<file path="src/bsld_pkg.sv">
package bsld_pkg;

  // Result status codes, carried on m_axis_tuser
  typedef enum logic [2:0] {
    STATUS_MORE     = 3'd0,
    STATUS_DONE     = 3'd1,
    STATUS_BAD_TAG  = 3'd2,
    STATUS_TOO_LONG = 3'd3,
    STATUS_TOO_WIDE = 3'd4
  } status_t;

  localparam logic [7:0]  TAG_SEQUENCE    = 8'h30;
  localparam logic [6:0]  MAX_LEN_BYTES   = 7'd4;
  localparam logic [31:0] DEFAULT_MAX_LEN = 32'd134217728;
  // Smallest packet: tag byte plus a length byte
  localparam logic [31:0] MIN_PACKET_LEN  = 32'd2;

endpackage

</file>
<file path="src/ber_sequence_length_deframer_unit.sv">
// BER sequence length deframer. Bytes enter on s_axis one per beat and are cut
// into tag-length-value packets: tag 0x30, then a short-form length byte
// (below 0x80) or a long-form byte whose low 7 bits count up to four
// big-endian length bytes, then the content. Every input byte gives exactly
// one result beat on m_axis: tuser carries the status (more needed, complete,
// bad tag, too long, length field too wide) and tdata the total packet length,
// header included, on a complete beat and zero otherwise. A packet whose total
// exceeds max_packet_len is flagged at its last header byte. Errors are sticky
// until rst. The block takes one byte per clock cycle unless the output buffer
// is full; the packet state is updated by combinational logic (one 33-bit add
// and compare for the length check) and the result is registered into the
// output buffer. This two-entry buffer lets a byte be taken while a result
// waits, so s_axis_tready only drops once a byte is taken during a stall.
// cfg_wr_en writes max_packet_len (reset value 128 MiB); write only when idle.
module ber_sequence_length_deframer_unit (
  input  logic        clk,
  input  logic        rst,
  input  logic        cfg_wr_en,
  input  logic [31:0] cfg_wr_data,
  input  logic        s_axis_tvalid,
  output logic        s_axis_tready,
  input  logic [7:0]  s_axis_tdata,  // [7:0] data_byte
  output logic        m_axis_tvalid,
  input  logic        m_axis_tready,
  output logic [31:0] m_axis_tdata,  // [31:0] packet_length
  output logic [2:0]  m_axis_tuser   // [2:0] status
);

  // Packet phase; the last three are sticky error states
  typedef enum logic [2:0] {
    PH_TAG,
    PH_LEN,
    PH_LENBYTES,
    PH_CONTENT,
    PH_ERR_TAG,
    PH_ERR_LONG,
    PH_ERR_WIDE
  } phase_t;

  phase_t      phase, phase_next;
  logic [2:0]  length_bytes_left, length_bytes_left_next;
  logic [31:0] content_length, content_length_next;
  logic [31:0] bytes_seen, bytes_seen_next;
  logic [31:0] total_length, total_length_next;
  logic [31:0] max_packet_len;

  // Output buffer: main register plus skid entry
  logic                  skid_valid;
  bsld_pkg::status_t     skid_status;
  logic [31:0]           skid_len;
  bsld_pkg::status_t     out_status;
  logic [31:0]           out_len;

  logic                  accept;
  bsld_pkg::status_t     res_status;
  logic [31:0]           res_len;

  // Header completion path
  logic        do_hdr;
  logic [31:0] seen_inc;
  logic [31:0] lb_content;
  logic [31:0] hdr_content;
  logic [31:0] hdr_seen;
  logic [32:0] hdr_total;
  logic        too_long;

  assign s_axis_tready = !skid_valid;
  assign accept        = s_axis_tvalid && s_axis_tready;
  assign m_axis_tdata  = out_len;
  assign m_axis_tuser  = out_status;

  assign seen_inc    = bytes_seen + 32'd1;
  assign lb_content  = {content_length[23:0], s_axis_tdata};
  // Long-form length byte with no length bytes means empty content
  assign hdr_content = (phase == PH_LENBYTES) ? lb_content :
                       (s_axis_tdata[7] ? 32'd0 : {25'd0, s_axis_tdata[6:0]});
  assign hdr_seen    = (phase == PH_LENBYTES) ? seen_inc : bsld_pkg::MIN_PACKET_LEN;
  // Compared at 33 bits so totals past 32 bits count as too long
  assign hdr_total   = {1'b0, hdr_seen} + {1'b0, hdr_content};
  assign too_long    = hdr_total > {1'b0, max_packet_len};

  always_comb begin
    phase_next             = phase;
    length_bytes_left_next = length_bytes_left;
    content_length_next    = content_length;
    bytes_seen_next        = bytes_seen;
    total_length_next      = total_length;
    res_status             = bsld_pkg::STATUS_MORE;
    res_len                = 32'd0;
    do_hdr                 = 1'b0;

    case (phase)
      PH_TAG: begin
        if (s_axis_tdata != bsld_pkg::TAG_SEQUENCE) begin
          phase_next = PH_ERR_TAG;
          res_status = bsld_pkg::STATUS_BAD_TAG;
        end else begin
          bytes_seen_next        = 32'd1;
          content_length_next    = 32'd0;
          total_length_next      = 32'd0;
          length_bytes_left_next = 3'd0;
          phase_next             = PH_LEN;
        end
      end
      PH_LEN: begin
        bytes_seen_next = bsld_pkg::MIN_PACKET_LEN;
        if (!s_axis_tdata[7]) begin
          content_length_next = {24'd0, s_axis_tdata};
          do_hdr              = 1'b1;
        end else if (s_axis_tdata[6:0] > bsld_pkg::MAX_LEN_BYTES) begin
          phase_next = PH_ERR_WIDE;
          res_status = bsld_pkg::STATUS_TOO_WIDE;
        end else if (s_axis_tdata[6:0] == 7'd0) begin
          content_length_next = 32'd0;
          do_hdr              = 1'b1;
        end else begin
          length_bytes_left_next = s_axis_tdata[2:0];
          content_length_next    = 32'd0;
          phase_next             = PH_LENBYTES;
        end
      end
      PH_LENBYTES: begin
        bytes_seen_next        = seen_inc;
        content_length_next    = lb_content;
        length_bytes_left_next = length_bytes_left - 3'd1;
        if (length_bytes_left == 3'd1) begin
          do_hdr = 1'b1;
        end
      end
      PH_CONTENT: begin
        bytes_seen_next = seen_inc;
        if (seen_inc >= total_length) begin
          res_status      = bsld_pkg::STATUS_DONE;
          res_len         = total_length;
          phase_next      = PH_TAG;
          bytes_seen_next = 32'd0;
        end
      end
      PH_ERR_TAG: begin
        res_status = bsld_pkg::STATUS_BAD_TAG;
      end
      PH_ERR_LONG: begin
        res_status = bsld_pkg::STATUS_TOO_LONG;
      end
      default: begin
        phase_next = PH_ERR_WIDE;
        res_status = bsld_pkg::STATUS_TOO_WIDE;
      end
    endcase

    // Header finished: limit check, then complete now or wait for content
    if (do_hdr) begin
      if (too_long) begin
        phase_next = PH_ERR_LONG;
        res_status = bsld_pkg::STATUS_TOO_LONG;
      end else begin
        total_length_next = hdr_total[31:0];
        if (hdr_content == 32'd0) begin
          res_status      = bsld_pkg::STATUS_DONE;
          res_len         = hdr_total[31:0];
          phase_next      = PH_TAG;
          bytes_seen_next = 32'd0;
        end else begin
          phase_next = PH_CONTENT;
        end
      end
    end
  end

  always_ff @(posedge clk) begin
    if (rst) begin
      phase             <= PH_TAG;
      length_bytes_left <= 3'd0;
      content_length    <= 32'd0;
      bytes_seen        <= 32'd0;
      total_length      <= 32'd0;
      max_packet_len    <= bsld_pkg::DEFAULT_MAX_LEN;
    end else begin
      if (cfg_wr_en) begin
        max_packet_len <= cfg_wr_data;
      end
      if (accept) begin
        phase             <= phase_next;
        length_bytes_left <= length_bytes_left_next;
        content_length    <= content_length_next;
        bytes_seen        <= bytes_seen_next;
        total_length      <= total_length_next;
      end
    end
  end

  // Output register with skid entry
  always_ff @(posedge clk) begin
    if (rst) begin
      m_axis_tvalid <= 1'b0;
      skid_valid    <= 1'b0;
    end else if (!m_axis_tvalid || m_axis_tready) begin
      if (skid_valid) begin
        m_axis_tvalid <= 1'b1;
        skid_valid    <= 1'b0;
      end else begin
        m_axis_tvalid <= accept;
      end
    end else if (accept) begin
      skid_valid <= 1'b1;
    end
  end

  always_ff @(posedge clk) begin
    if (!m_axis_tvalid || m_axis_tready) begin
      if (skid_valid) begin
        out_status <= skid_status;
        out_len    <= skid_len;
      end else begin
        out_status <= res_status;
        out_len    <= res_len;
      end
    end else if (accept) begin
      skid_status <= res_status;
      skid_len    <= res_len;
    end
  end

endmodule

</file>
<file path="config.mk">
export PLATFORM = sky130hd
export DESIGN_NAME = ber_sequence_length_deframer_unit
export DESIGN_NICKNAME = d
export VERILOG_FILES = /design/src/bsld_pkg.sv /design/src/ber_sequence_length_deframer_unit.sv
export SDC_FILE = /design/constraint.sdc
export NUM_CORES = 1
export LEC_CHECK = 0
export BUFFER_PORTS_ARGS = -buffer_cell sky130_fd_sc_hd__buf_2
export CAP_MARGIN = 20
export CORE_MARGIN = 1
export CORE_UTILIZATION = 50
export CTS_CLUSTER_DIAMETER = 30
export DETAILED_ROUTE_END_ITERATION = 8
export GPL_TIMING_DRIVEN = 0
export PLACE_DENSITY = 0.68
export SLEW_MARGIN = 20
export SYNTH_ARGS = -nofsm -noshare
export SYNTH_HDL_FRONTEND = slang
export SYNTH_SLANG_ARGS = --single-unit
</file>
<file path="constraint.sdc">
create_clock -name clk -period 18.17 [get_ports clk]
set_input_delay 3.634 -clock clk [delete_from_list [all_inputs] [get_ports clk]]
set_output_delay 3.634 -clock clk [all_outputs]
set_load 0.01 [all_outputs]
</file>
==> Implementation_results.wiki <==
{| class="wikitable"
! Metric !! Value
|-
| Number of failing hold endpoints at the final stage || 0
|-
| Average via count per standard cell || 5.78
|-
| R2r endpoint || m_axis_tdata[22]
|-
| Clock transition at the register clock pins on the worst setup and hold paths after CTS || 80 ps
|-
| Placement Cell Area || 0.0131 mm^2
|-
| Worst Hold Depth || 2
|-
| Gr busiest metal || met2
|-
| Number of antenna violations at the first check in global routing || 0
|-
| Global routing met1 resource utilization || 39.7%
|-
| Global-route wire length before repair || 52100 um
|-
| Synth area leader || sky130_fd_sc_hd__dfxtp_1
|-
| CTS tree || yes
|-
| Switching part of the total power || 27.0%
|-
| Post-Syn Instances || 1394
|-
| Routed Antenna Nets || 0
|-
| Design internal power || 0.685 mW
|-
| Relative contribution of combinational cells to total power || 8.4%
|-
| Worst-case register-to-register setup slack || 9620 ps
|-
| Die width || 158 um
|-
| Number of I/O port buffers || 80
|-
| Post-placement setup slack || 7830 ps
|-
| Die extent in y || 158 um
|-
| Power spent charging and discharging nets || 0.254 mW
|-
| GRT Overall Usage || 27.6%
|-
| Final Critical Period || 10070 ps
|-
| Die Outline Area || 0.0250 mm^2
|-
| Nature of the critical path endpoint || register
|-
| Area fraction of the dominant cell type after synthesis || 21.0%
|-
| Worst IR drop on VDD || 56.1 uV
|-
| CTS Root Cell || sky130_fd_sc_hd__clkbuf_16
|-
| Resized Gates After CTS || 0
|-
| Fin Clk Skew || 16.2 ps
|-
| Classification of the worst-slack hold path || register to register
|-
| Met3 usage || 4.82%
|-
| Number of inserted diodes || 0
|-
| Hold Path Origin || content_length[4]
|-
| Number of max-slew violations in the final report || 0
|-
| Number of hold buffers added after CTS || 0
|-
| Worst setup path class || primary input to register
|-
| Cells taking the most area after synthesis || sky130_fd_sc_hd__dfxtp_1, sky130_fd_sc_hd__edfxtp_1, sky130_fd_sc_hd__ha_1, sky130_fd_sc_hd__nand2_1, sky130_fd_sc_hd__a21oi_1
|-
| Worst Tran Pin Value || 1130 ps
|-
| Latest clock arrival within the worst-skew pair || 450 ps
|-
| Post-CTS setup buffer count || 0
|-
| Max transition margin || 23.9%
|-
| Cell count of the worst reg-to-reg path || 28
|-
| Synthesis-stage register bit count || 198
|-
| Number of levels the H-tree was split into || 4
|-
| Total power per unit cell area || 68.7 mW/mm^2
|-
| Total wire length || 33800 um
|-
| Count of flip-flops with a built-in enable after synthesis || 70
|-
| Summed instance area of the synthesized netlist || 0.0122 mm^2
|-
| Inserted Clock Buffers || 17
|-
| Share of flip-flops with an asynchronous set or reset after synthesis || 0%
|-
| Vias after detailed routing || 10600
|-
| Required @ worst endpoint || 18460 ps
|-
| Critical path startpoint category || primary input
|-
| Routed length per placed instance || 18.5 um
|-
| Met2 Resource Use GR || 42.4%
|-
| Most used standard cell by instance count after synthesis || sky130_fd_sc_hd__nand2_1
|-
| Final global-route overflow total || 0
|-
| Drt first-iter violations || 920
|-
| Ratio of final minimum period to clock period || 55.4%
|-
| Power share of the clock group || 41.2%
|-
| Core Box Area || 0.0237 mm^2
|-
| # Max-Cap Violations || 0
|-
| Total setup violations reported at the end of the flow || 0
|-
| Clock tree buffer depth || 2
|-
| Primary flip-flop cell chosen by synthesis mapping || sky130_fd_sc_hd__dfxtp_1
|-
| Critical register-to-register path startpoint || bytes_seen[0]
|-
| Nets in the synthesized netlist || 1540
|-
| Post-route worst setup slack || 8100 ps
|-
| Register share of total power || 50.4%
|-
| Number of DRC violations after detailed routing || 0
|-
| Number of clock sinks || 198
|-
| Final Util || 57.7%
|-
| Leakage || 5.97 nW
|-
| Setup tns final || 0 ps
|-
| Endpoint with the worst hold slack || content_length[4]
|-
| Sequential-to-total area share from yosys stat || 38.2%
|-
| Endpoint arrival time on the critical path || 10350 ps
|-
| Layout net count || 1641
|-
| Row Count || 56
|-
| Peak clock frequency supported by timing || 99.3 MHz
|-
| Via count of the first global-routing pass || 9638
|-
| Starting Density || 51.5%
|-
| Largest fanout of any net on the critical path || 10
|-
| Post-synthesis area per instance || 8.76 um^2
|-
| Post-detailed-placement half-perimeter wirelength || 26800 um
|-
| Synth Warn # || 0
|-
| Post-synth top cells || sky130_fd_sc_hd__nand2_1, sky130_fd_sc_hd__dfxtp_1, sky130_fd_sc_hd__inv_1, sky130_fd_sc_hd__nor2_1, sky130_fd_sc_hd__a21oi_1
|-
| Routability congestion estimate from global placement || 0.928
|-
| Number of different library cells in the post-synthesis netlist || 76
|-
| Unrepaired setup endpoints after global routing || false
|-
| Worst hold margin || 474 ps
|-
| Top Ports || 82
|-
| Ratio of cells with drive above 1 in the final layout || 11.5%
|-
| Outcome || complete, no violations
|-
| Cell area after layout || 0.0137 mm^2
|-
| Length of the first detailed-routing pass in iterations || 5
|-
| Maximum number of pins on one net before global-route repair || 31
|-
| Area delta synth->final || 11.9%
|}
-- state kept, by name (all words and copies together), names as in the netlist, 3 cells and up --
signal	count
bytes_seen	32
content_length	24
length_bytes_left	3
m_axis_tdata	32
m_axis_tuser	3
max_packet_len	32
phase	3
skid_len	32
skid_status	3
total_length	32
-- how the worst max path moves through the flow --
stage,startpoint,end,slack (ps),depth (start not counted)
5_1_grt,s_axis_tdata[7],m_axis_tdata[26],7690,27
2_1_floorplan,s_axis_tdata[7],m_axis_tdata[11],9710,26
4_1_cts,s_axis_tdata[7],m_axis_tdata[22],8270,27
3_5_place_dp,s_axis_tdata[7],m_axis_tdata[22],7830,27
3_3_place_gp,s_axis_tdata[7],m_axis_tdata[26],7880,27
6_report,s_axis_tdata[7],m_axis_tdata[22],8100,24
-- power groups by stage --
stage	combinational [mW]	sequential [mW]	clock, mW
final	0.0790	0.473	0.387
after floorplan	0.0457	0.485	0
after CTS	0.0787	0.473	0.391
after detailed placement	0.0782	0.483	0
after global routing	0.0872	0.474	0.409
after global placement	0.0762	0.483	0
-- routing by layer --
| layer | vias to the layer above | share of wire [%] |
|---|---|---|
| met5 | - | 0 |
| met4 | 0 | 1.7 |
| met3 | 38 | 7.2 |
| met2 | 387 | 43 |
| met1 | 4960 | 48 |
| li1 | 5184 | - |
-- area by class of cell --
type	count	area, um^2
tap	319	399
clock buffer	18	429
timing repair buffer	82	448
clock inverter	14	168
buffer	64	272
fill	2242	10000
inverter	117	439
sequential	198	4660
multi-input combinational	1015	6840
-- placed cells by master, fill, tap and decap left out, types with 11 or more instances in the layout --
cell                        Yosys  layout
sky130_fd_sc_hd__and2_1        20      20
sky130_fd_sc_hd__a22o_1        55      55
sky130_fd_sc_hd__o21ai_0       47      47
sky130_fd_sc_hd__mux2_2        29      29
sky130_fd_sc_hd__buf_2         10      90
sky130_fd_sc_hd__nand3_1       36      36
sky130_fd_sc_hd__xor2_1        23      23
sky130_fd_sc_hd__clkbuf_16      0      17
sky130_fd_sc_hd__a21o_1        14      14
sky130_fd_sc_hd__clkbuf_1      49      50
sky130_fd_sc_hd__nor2_1       117     116
sky130_fd_sc_hd__a21oi_1      102     102
sky130_fd_sc_hd__nand2_1      164     164
sky130_fd_sc_hd__dfxtp_1      128     128
sky130_fd_sc_hd__nor4_1        11      11
sky130_fd_sc_hd__mux2i_1       32      32
sky130_fd_sc_hd__a211oi_1      14      14
sky130_fd_sc_hd__xnor2_1       23      23
sky130_fd_sc_hd__inv_1        117     117
sky130_fd_sc_hd__ha_1         100     100
sky130_fd_sc_hd__or3_1         13      13
sky130_fd_sc_hd__and3_1        37      37
sky130_fd_sc_hd__edfxtp_1      70      70
sky130_fd_sc_hd__nor3_1        19      19
sky130_fd_sc_hd__o21ai_1       21      21
sky130_fd_sc_hd__nand4_1       16      16
-- logic make-up after synthesis --
kind of cell               count (synthesis)  share of synthesized area, %
and+or+nand+nor                          476                          18.7
AOI/OAI and AO/OA                        331                          18.3
DFF                                      198                          38.2
buffers and inverters                    181                          5.82
adders and majority gates                101                          10.4
muxes                                     61                          5.30
xor gates and xnor gates                  46                          3.30
-- worst max-delay path, stage by stage --
cell and delay (ps):
sky130_fd_sc_hd__buf_2 140, sky130_fd_sc_hd__nand2_1 130, sky130_fd_sc_hd__and2_1 200, sky130_fd_sc_hd__ha_1 370
sky130_fd_sc_hd__o211ai_1 130, sky130_fd_sc_hd__o211ai_1 380, sky130_fd_sc_hd__a211oi_1 210, sky130_fd_sc_hd__o21ai_1 510
sky130_fd_sc_hd__o31a_1 220, sky130_fd_sc_hd__nor3_1 60, sky130_fd_sc_hd__o311ai_0 920, sky130_fd_sc_hd__inv_1 210
sky130_fd_sc_hd__ha_1 360, sky130_fd_sc_hd__nand2_1 90, sky130_fd_sc_hd__nor4_1 80, sky130_fd_sc_hd__a2111oi_0 550
sky130_fd_sc_hd__o211ai_1 310, sky130_fd_sc_hd__a211oi_1 310, sky130_fd_sc_hd__nor2_1 210, sky130_fd_sc_hd__nor3_1 440
sky130_fd_sc_hd__buf_2 320, sky130_fd_sc_hd__buf_6 210, sky130_fd_sc_hd__o21ai_0 140, sky130_fd_sc_hd__a31oi_1 210
-- stage by stage --
stage	std cells	power, mW
after CTS	1827	0.942
after global placement	1793	0.559
final	1827	0.938
after floorplan	1394	0.531
after detailed placement	1795	0.561
after global routing	1827	0.970
Power figures use the tool's default switching activity.
